--- src/design/mtrsa_pkg.sv ---
// ----------------------------------------------------------------------------
// mtrsa_pkg
// Types, codes and helpers for the memory type range slot allocator.
// ----------------------------------------------------------------------------
package mtrsa_pkg;

  localparam int unsigned CountW   = 6;
  localparam int unsigned IdW      = 32;
  localparam int unsigned AddrW    = 64;
  localparam int unsigned SlotW    = 5;
  localparam int unsigned MinLenLg = 12;

  localparam logic [AddrW-1:0] MinLen = AddrW'(64'd1 << MinLenLg);
  localparam logic [IdW-1:0]   OwnerNone = '1;

  localparam logic CmdSet   = 1'b0;
  localparam logic CmdUnset = 1'b1;

  localparam logic [1:0] StatusOk       = 2'd0;
  localparam logic [1:0] StatusBadValue = 2'd1;
  localparam logic [1:0] StatusNotSupp  = 2'd2;
  localparam logic [1:0] StatusNoSlot   = 2'd3;

  localparam logic [3:0] TypeNone = 4'd0;
  localparam logic [3:0] TypeUc   = 4'd1;
  localparam logic [3:0] TypeWc   = 4'd2;
  localparam logic [3:0] TypeWt   = 4'd3;
  localparam logic [3:0] TypeWp   = 4'd4;
  localparam logic [3:0] TypeWb   = 4'd5;

  localparam logic [2:0] HwUc = 3'd0;
  localparam logic [2:0] HwWc = 3'd1;
  localparam logic [2:0] HwWt = 3'd4;
  localparam logic [2:0] HwWp = 3'd5;
  localparam logic [2:0] HwWb = 3'd6;

  typedef struct packed {
    logic                    command;
    logic signed [IdW-1:0]   area_id;
    logic [AddrW-1:0]        range_base;
    logic [AddrW-1:0]        range_length;
    logic [3:0]              type_code;
    logic                    had_type;
  } req_t;

  typedef struct packed {
    logic [1:0]       status;
    logic             write_valid;
    logic [SlotW-1:0] write_slot;
    logic [AddrW-1:0] write_base;
    logic [AddrW-1:0] write_length;
    logic [2:0]       write_type;
  } rsp_t;

  typedef enum logic [2:0] {
    StIdle,
    StRound,
    StCheck,
    StScan,
    StResp
  } state_e;

  function automatic logic [2:0] hw_type(input logic [3:0] tc);
    logic [2:0] hw;
    unique case (tc)
      TypeUc:  hw = HwUc;
      TypeWc:  hw = HwWc;
      TypeWt:  hw = HwWt;
      TypeWp:  hw = HwWp;
      TypeWb:  hw = HwWb;
      default: hw = HwUc;
    endcase
    return hw;
  endfunction

endpackage

--- src/design/memory_type_range_slot_allocator_core.sv ---
// ----------------------------------------------------------------------------
// memory_type_range_slot_allocator_core
// Variable range register allocator: claims and frees range slots per owner.
// ----------------------------------------------------------------------------
// One request word is handled at a time. A set request with type none or an
// invalid type, a set on a zero slot count or with an oversized length, and
// an unset request without a type answer in the cycle after acceptance. A set
// request otherwise rounds its length up by one doubling per cycle (one 64-bit
// compare per step), checks for wrap and alignment, and scans the slots one
// per cycle; an unset request with a type goes straight to the scan. The block
// takes no new word until the result word has been taken.
module memory_type_range_slot_allocator_core
  import mtrsa_pkg::*;
#(
  parameter int unsigned MAX_SLOTS = 32
) (
  input  logic              clk_i,
  input  logic              rst_ni,
  input  logic              cfg_we_i,
  input  logic [CountW-1:0] cfg_wdata_i,
  input  logic              in_valid_i,
  output logic              in_ready_o,
  input  req_t              in_data_i,
  output logic              out_valid_o,
  input  logic              out_ready_i,
  output rsp_t              out_data_o
);

  localparam int unsigned IdxW = (MAX_SLOTS > 1) ? $clog2(MAX_SLOTS) : 1;
  localparam int unsigned CntW = $clog2(MAX_SLOTS + 1);

  state_e              state_q, state_d;
  req_t                req_q, req_d;
  rsp_t                rsp_q, rsp_d;
  logic [AddrW-1:0]    pow_q, pow_d;
  logic [CntW-1:0]     cnt_q, cnt_d;
  logic [CountW-1:0]   slot_count_q;
  logic [MAX_SLOTS-1:0] busy_q;
  logic [IdW-1:0]      owner_q [MAX_SLOTS];

  logic [CntW-1:0]     eff_count;
  logic [IdxW-1:0]     idx;
  logic                hit;
  logic                claim;
  logic                release_slot;
  logic [AddrW:0]      end_sum;
  logic                misaligned;
  logic                len_huge;

  assign eff_count = (slot_count_q > CountW'(MAX_SLOTS)) ? CntW'(MAX_SLOTS)
                                                         : CntW'(slot_count_q);
  assign idx       = cnt_q[IdxW-1:0];
  assign hit       = (req_q.command == CmdSet) ? !busy_q[idx]
                   : (owner_q[idx] == $unsigned(req_q.area_id));
  assign end_sum   = {1'b0, req_q.range_base} + {1'b0, pow_q};
  assign misaligned = |(req_q.range_base & (pow_q - AddrW'(1)));
  assign len_huge  = in_data_i.range_length[AddrW-1] &&
                     (|in_data_i.range_length[AddrW-2:0]);

  always_comb begin
    state_d      = state_q;
    req_d        = req_q;
    rsp_d        = rsp_q;
    pow_d        = pow_q;
    cnt_d        = cnt_q;
    claim        = 1'b0;
    release_slot = 1'b0;
    unique case (state_q)
      StIdle: begin
        if (in_valid_i) begin
          req_d   = in_data_i;
          rsp_d   = '0;
          pow_d   = MinLen;
          cnt_d   = '0;
          state_d = StResp;
          if (in_data_i.command == CmdUnset) begin
            if (in_data_i.had_type) begin
              state_d = StScan;
            end
          end else if (in_data_i.type_code == TypeNone) begin
            rsp_d.status = StatusOk;
          end else if (in_data_i.type_code > TypeWb) begin
            rsp_d.status = StatusBadValue;
          end else if (slot_count_q == '0) begin
            rsp_d.status = StatusNotSupp;
          end else if (len_huge) begin
            rsp_d.status = StatusBadValue;
          end else begin
            state_d = StRound;
          end
        end
      end
      StRound: begin
        if (req_q.range_length > pow_q) begin
          pow_d = {pow_q[AddrW-2:0], 1'b0};
        end else begin
          state_d = StCheck;
        end
      end
      StCheck: begin
        if (end_sum[AddrW] || misaligned) begin
          rsp_d.status = StatusBadValue;
          state_d      = StResp;
        end else begin
          state_d = StScan;
        end
      end
      StScan: begin
        if (cnt_q >= eff_count) begin
          rsp_d.status = (req_q.command == CmdSet) ? StatusNoSlot : StatusOk;
          state_d      = StResp;
        end else if (hit) begin
          rsp_d.status      = StatusOk;
          rsp_d.write_valid = 1'b1;
          rsp_d.write_slot  = SlotW'(idx);
          if (req_q.command == CmdSet) begin
            claim              = 1'b1;
            rsp_d.write_base   = req_q.range_base;
            rsp_d.write_length = pow_q;
            rsp_d.write_type   = hw_type(req_q.type_code);
          end else begin
            release_slot = 1'b1;
          end
          state_d = StResp;
        end else begin
          cnt_d = cnt_q + CntW'(1);
        end
      end
      StResp: begin
        if (out_ready_i) begin
          state_d = StIdle;
        end
      end
      default: state_d = StIdle;
    endcase
  end

  always_ff @(posedge clk_i or negedge rst_ni) begin
    if (!rst_ni) begin
      state_q      <= StIdle;
      slot_count_q <= CountW'(8);
      busy_q       <= '0;
      for (int i = 0; i < MAX_SLOTS; i++) begin
        owner_q[i] <= OwnerNone;
      end
    end else begin
      state_q <= state_d;
      if (cfg_we_i) begin
        slot_count_q <= cfg_wdata_i;
      end
      if (claim) begin
        busy_q[idx]  <= 1'b1;
        owner_q[idx] <= $unsigned(req_q.area_id);
      end else if (release_slot) begin
        busy_q[idx]  <= 1'b0;
        owner_q[idx] <= OwnerNone;
      end
    end
  end

  always_ff @(posedge clk_i) begin
    req_q <= req_d;
    rsp_q <= rsp_d;
    pow_q <= pow_d;
    cnt_q <= cnt_d;
  end

  assign in_ready_o  = (state_q == StIdle);
  assign out_valid_o = (state_q == StResp);
  assign out_data_o  = rsp_q;

`ifndef SYNTH
  a_one_side: assert property (@(posedge clk_i) disable iff (!rst_ni)
    !(in_ready_o && out_valid_o))
    else $error("accepting while a result word is pending");

  a_write_ok: assert property (@(posedge clk_i) disable iff (!rst_ni)
    out_valid_o && out_data_o.write_valid |-> out_data_o.status == StatusOk)
    else $error("slot write with failing status");

  a_len_pow2: assert property (@(posedge clk_i) disable iff (!rst_ni)
    out_valid_o && out_data_o.write_valid && (out_data_o.write_length != '0)
    |-> $onehot(out_data_o.write_length) && (out_data_o.write_length[11:0] == '0))
    else $error("written length not a power of two of at least 4096");

  a_busy_step: assert property (@(posedge clk_i) disable iff (!rst_ni)
    $countones(busy_q ^ $past(busy_q)) <= 1)
    else $error("more than one slot changed in a cycle");

  a_slot_range: assert property (@(posedge clk_i) disable iff (!rst_ni)
    out_valid_o && out_data_o.write_valid |-> out_data_o.write_slot < MAX_SLOTS)
    else $error("slot index beyond the slot array");
`endif

endmodule

--- config.mk ---
export PLATFORM = sky130hd
export DESIGN_NAME = memory_type_range_slot_allocator_core
export DESIGN_NICKNAME = d
export VERILOG_FILES = /design/src/design/mtrsa_pkg.sv /design/src/design/memory_type_range_slot_allocator_core.sv
export SDC_FILE = /design/constraint.sdc
export NUM_CORES = 2
export LEC_CHECK = 0
export BUFFER_PORTS_ARGS = -buffer_cell sky130_fd_sc_hd__buf_2
export CAP_MARGIN = 30
export CORE_UTILIZATION = 25
export CTS_CLUSTER_DIAMETER = 100
export DETAILED_ROUTE_END_ITERATION = 10
export GPL_TIMING_DRIVEN = 0
export SYNTH_ARGS = -nofsm -noshare
export SYNTH_HDL_FRONTEND = slang
export SYNTH_SLANG_ARGS = --single-unit
--- constraint.sdc ---
create_clock -name clk_i -period 8.9 [get_ports clk_i]
set_input_delay 2.225 -clock clk_i [delete_from_list [all_inputs] [get_ports clk_i]]
set_output_delay 2.225 -clock clk_i [all_outputs]
set_load 0.005 [all_outputs]
== Word level (Yosys, flattened, before mapping) ==
Cells that the tools add are included.

* Register bits after elaboration: 1439
* Input port bits: 177
* Output and inout port bits: 141
* Word-level logic and storage cells: 164

* Bitwise operators: 6
* Add/subtract/negate cells: 3
* Mux-type cells: 59
* Equality and inequality tests: 19
* Reductions and logical operators: 21
* Order comparisons: 8

{| class="wikitable"
|+ Operators by type and width
! kind !! count
|-
| two-way mux 1024 bit || 2
|-
| bitwise mux 1024 bit || 1
|-
| bitwise OR 1024 bit || 1
|-
| two-way mux 139 bit || 2
|-
| case mux 137 bit (2 select lines) || 1
|-
| binary-select mux 32 bit (select 5 bit) || 1
|-
| demux 32 bit (select 5 bit) || 1
|-
| two-way mux 32 bit || 5
|-
| two-way mux 137 bit || 1
|-
| two-way mux 131 bit || 1
|-
| two-way mux 64 bit || 2
|-
| case mux 64 bit (2 select lines) || 1
|-
| adder 64 x 64 -> 65 bit || 1
|-
| bitwise AND 64 bit || 1
|-
| greater-than comparator 64 bit || 1
|-
| OR reduction 64 bit || 1
|-
| subtractor 64 x 1 -> 64 bit, second input constant || 1
|-
| OR reduction 63 bit || 1
|-
| two-way mux 3 bit || 12
|-
| bitwise AND 32 bit || 1
|-
| == test 32 bit || 1
|-
| inverter 32 bit || 1
|-
| bitwise OR 32 bit || 1
|-
| two-way mux 6 bit || 4
|-
| other kinds (37) || 71
|}

== Logic depth before layout (Yosys ltp) ==
* Word-level depth: 11
* Gate-level depth with buffers: 20
* Gate-level depth less buffers: 11

== Least setup slack after synthesis ==
OpenSTA, ideal clock, no wires.

* Kind: register to register
* From: reg cnt_q[0]
* To: reg rsp_q (netlist bit out_data_o[0]), enable pin
* Required time: 8.418 ns
* Buffers on the path: 10
* Arrival: 6.403 ns
* Setup slack: 2.015 ns
* Clock period less this slack: 6.885 ns
* Stages on the path, launching flop included: 20
* Setup time: 0.482 ns
* Path through: edfxtp_1 buf_6 buf_6 buf_6 buf_2 buf_2 buf_2 inv_1 ha_1 nand2b_1 a21o_1 a21o_1 a21o_1 a21o_1 a2111o_1 buf_2 buf_6 buf_2 clkbuf_1 nand2_1

* Longest elaborated chain between the ends: 8
* Elaborated cells between the ends (all ways): 13
* Those cells by class: order compare (1); eq/ne (3); mux (6); bitwise (1); reduce/logical (2)

{| class="wikitable"
|+ RTL lines
! what !! RTL line !! text
|-
| start: declaration || memory_type_range_slot_allocator_core.sv:36 || <nowiki>logic [CntW-1:0] cnt_q, cnt_d;</nowiki>
|-
| start signal: assignment || memory_type_range_slot_allocator_core.sv:165 || <nowiki>cnt_q <= cnt_d;</nowiki>
|-
| inverter 5 -> 6 bit (implied by the code) || memory_type_range_slot_allocator_core.sv:54 || <nowiki>: (owner_q[idx] == $unsigned(req_q.area_id));</nowiki>
|-
| binary-select mux 32 bit (select 5 bit) || memory_type_range_slot_allocator_core.sv:54 ||
|-
| two-way mux 32 bit (implied by the code) (2 in a row) || memory_type_range_slot_allocator_core.sv:54 ||
|-
| == test 32 bit || memory_type_range_slot_allocator_core.sv:54 ||
|-
| two-way mux 1 bit || memory_type_range_slot_allocator_core.sv:53 || <nowiki>assign hit = (req_q.command == CmdSet) ? !busy_q[idx]</nowiki>
|-
| != test 2 bit (no line) || - ||
|-
| AND reduction 5 bit (no line) * || - ||
|-
| end signal: assignment || memory_type_range_slot_allocator_core.sv:163 || <nowiki>rsp_q <= rsp_d;</nowiki>
|-
| end: declaration || memory_type_range_slot_allocator_core.sv:34 || <nowiki>rsp_t rsp_q, rsp_d;</nowiki>
|}

Mark *: on every way between the ends. The rest lies on a longest branch, timed or not. The select of a mux whose other input is x is not followed.
A chain may end at the register's enable or synchronous reset.

== Final worst setup path ==
* From: reg cnt_q[0]
* To: reg rsp_q (netlist bit out_data_o[136]), enable pin

* Longest elaborated chain between the ends: 8
* Elaborated cells between the ends (all ways): 13
* Those cells by class: order compare (1); eq/ne (3); mux (6); bitwise (1); reduce/logical (2)

{| class="wikitable"
|+ RTL lines
! what !! RTL line
|-
| inverter 5 -> 6 bit (implied by the code) || memory_type_range_slot_allocator_core.sv:54
|-
| binary-select mux 32 bit (select 5 bit) || memory_type_range_slot_allocator_core.sv:54
|-
| two-way mux 32 bit (implied by the code) (2 in a row) || memory_type_range_slot_allocator_core.sv:54
|-
| == test 32 bit || memory_type_range_slot_allocator_core.sv:54
|-
| two-way mux 1 bit || memory_type_range_slot_allocator_core.sv:53
|-
| != test 2 bit (no line) || -
|-
| AND reduction 4 bit (no line) * || -
|}

Marks and branches as above.

==> run metrics <==
Routed WL around 400 mm; Final Hold Viols 0; max-slew violations 0; drt pass-1 iters 7; Hold Crit Class reg -> reg; failing checks negative setup slack; setup bufs post-CTS 0; horizontal die dimension about 560 um; synth top area cells dfstp_2, edfxtp_1, a21oi_2; layout cell share with drive strength beyond 1 0.321; number of hold buffers added after cts 0; DIE AREA just over 300000 um^2; DR vias/cell 5.59; Wirelength per Cell roughly 33 um; Worst Path Arrival approximately 9.4 ns; busiest grt layer met2; status complete, but fails checks; drt drc 0; routing usage on met1 0.308; Clock Power Share 0.367; mapped cell area between 70000 and 80000 um^2; Worst setup startpoint cnt_q[0]; RSZ-0062 raised after global routing no; Slew HR 0.205; CP Capture Point out_data_o[136]; Iter 0 DRT Violations a little over 10000; critical path class reg -> reg; Final nets roughly 8500; reg-to-reg slack, setup -0.03 ns; NetSw 7.04 mW; gr ovfl total 0; die height 557 um; vias in the first global route ~64000; Synth Warn # 0; Worst Slack Setup Final -0.0338 ns; I/O pin total roughly 320; worst slew pin tran 1.19 ns; Clock Skews between 0.09 and 0.1 ns; Flop pwr share 0.394; clk buf depth 4; CTS tree yes; HPWL Detailed approximately 300 mm; Peak VDD IR 0.144 mV; P_int ~13 mW; Max Clk Rate 112 MHz; Seq/Total Area, Yosys 0.498; Via Count between 60000 and 70000; Critical Path RT about 9.4 ns; site row count 203; GPL Wtd Cong 1.08; CTS clk-pin slew, worst paths about 0.060 ns; shortest period the worst path allows 8.93 ns; RR Endpoint out_data_o[136]; P per Cell Area 216 nW/um^2; CTS-repair resized insts 0; final setup vio count 6; largest net degree at the start of global routing 159; Cell Chain, Critical Path buf_6, buf_6, buf_6, buf_4, buf_2, buf_2, mux2i_1, o22ai_1, nor4_1, nand3_1, xor2_1, nor4_1, and4_1, buf_2, nand4_2, clkbuf_1, clkbuf_1, nand3_1; Layout area overhead 18.0%; most frequent cell after synthesis nor2_1; reg2reg start cnt_q[0]; GRT met2 Usage 0.352; switch share 0.359; Sink Count 1415; Crit Path Max Fanout 12; initial cell density of the core 0.252; Slowest-stage cell, CP buf_2; ANT nets after route 0; htree depth 4; critical path launch point type flop; area leader, netlist dfstp_2; number of synthesized flops with an enable pin 350; Filler cells about 32000; top cells by count, synth nor2_1, dfstp_2, a21oi_2; CTS Root Cell clkbuf_16; Final Util 0.297; Area after DPL 85200 um^2; Max-Cap Viols 0; reg2reg path depth 18; initial antenna violation count just under 60; asr flop ratio synth 0.753; slowest stage delay, CP around 0.95 ns; met3 Use GR 0.108; final instance area roughly 90000 um^2; I/O Buffers between 300 and 400; Yosys reg bits 1415; Avg Cell Area, Syn slightly above 10 um^2; ys flop type dfstp_2; top-area cell type share of the netlist area 0.349; CP endpoint kind flop; first-pass GRT wire length 546 mm; TritonCTS Buffers 166; Mapped Cells 7600; core area 306000 um^2; post-synth cell types 83; Final Cycle Share 1.00; Comb pwr share 0.239; GRT Util Overall 0.253; leakage power just under 30 nW; clk_lat worst skew roughly 0.9 ns
-- critical path: cells and delay by family (launching register included) --
kind	cells	cell delay [ns]
xor+xnor	1	0.18
flops	1	0.44
simple gates	6	2.27
buf+inv	9	4.47
mux	1	0.93
compound gates	1	0.16
-- routing by layer --
layer | vias up | routed length [um]
li1 | 28649 | -
met1 | 34746 | 151000
met2 | 4762 | 163000
met3 | 1281 | 56100
met4 | 14 | 36700
met5 | - | 107
-- area by class of cell --
type / count / area [um^2] / share of cell area
Clock inverter: 55 / 687 / 0.00755
Timing Repair Buffer: 397 / 3100 / 0.0341
Antenna cell: 31 / 77.6 / 0.000852
Buffer: 738 / 3660 / 0.0402
Sequential cell: 1415 / 38400 / 0.422
Tap cell: 4100 / 5130 / 0.0564
Clock buffer: 237 / 4800 / 0.0528
Multi-Input combinational cell: 5382 / 34800 / 0.383
Inverter: 76 / 293 / 0.00322
-- how the worst min path moves through the flow --
stage / slack, ns / cells after the start / end / from
2_1_floorplan: 0.44 / 1 / flop / flop
3_3_place_gp: 0.45 / 1 / flop / flop
5_1_grt: 0.49 / 1 / flop / flop
3_5_place_dp: 0.47 / 1 / flop / flop
6_report: 0.47 / 1 / flop / flop
4_1_cts: 0.47 / 1 / flop / flop
-- kinds of logic after synthesis --
kind of cell / share of synthesized area
fa+ha+maj: 0.0185
other cells: 0.0000486
flops: 0.498
xor+xnor: 0.00579
compound gates: 0.190
simple gates: 0.153
buf+inv: 0.0510
mux: 0.0835
-- registers in the layout (all words and copies together), names as in the netlist, named ones only --
name          count
owner_q        1024
cnt_q             6
slot_count_q      6
req_q           165
pow_q            52
state_q           3
out_data_o      127
-- through the flow --
| step | hold WS (ns) | total power, mW | worst slack [ns] | cells | TNS (ns) |
|---|---|---|---|---|---|
| after floorplan | 0.444 | 9.61 | 2.01 | 7611 | 0 |
| after global routing | 0.492 | 19.9 | 0.242 | 12406 | 0 |
| after CTS | 0.475 | 19.3 | 0.258 | 12382 | 0 |
| after global placement | 0.453 | 12.1 | -18.88 | 12015 | - |
| after detailed placement | 0.470 | 12.2 | 0.293 | 12090 | 0 |
| final | 0.475 | 19.6 | -0.0338 | 12431 | -0.193 |
-- power groups by stage --
stage	Clock (mW)	Sequential [mW]	Combinational, mW
global route	7.43	7.76	4.72
finish	7.20	7.73	4.69
floorplan	0	7.64	1.97
CTS	7.21	7.72	4.40
global placement	0	7.95	4.15
detailed placement	0	7.82	4.38
-- placed cells by master, fill, tap and decap left out, drive strengths merged, types with 8 or more instances in the layout --
| cell | netlist | final |
|---|---|---|
| nor2 | 1081 | 1081 |
| dfstp | 1025 | 1025 |
| a21oi | 826 | 826 |
| clkbuf | 517 | 755 |
| o21ai | 667 | 667 |
| buf | 221 | 617 |
| or3 | 577 | 577 |
| mux2i | 540 | 540 |
| o22ai | 462 | 462 |
| edfxtp | 350 | 350 |
| nand2 | 325 | 325 |
| ha | 114 | 114 |
| nor4 | 94 | 94 |
| nand3 | 92 | 92 |
| inv | 73 | 83 |
| and3 | 76 | 76 |
| nor3 | 74 | 74 |
| a21o | 53 | 53 |
| mux4 | 41 | 41 |
| nand4 | 41 | 41 |
| xnor2 | 40 | 40 |
| dfrtp | 40 | 40 |
| o21bai | 33 | 33 |
| clkinv | 3 | 32 |
| diode | 0 | 31 |
| and2 | 30 | 30 |
| bufinv | 0 | 13 |
| or4 | 12 | 12 |
| conb | 1 | 12 |
| a211oi | 11 | 11 |
| xor2 | 11 | 11 |
| mux2 | 10 | 10 |
| nand2b | 9 | 9 |
| a22oi | 9 | 9 |
| nand4b | 8 | 8 |
| o21a | 8 | 8 |
| a31oi | 8 | 8 |
No activity file was read; power rests on OpenSTA's default activity.
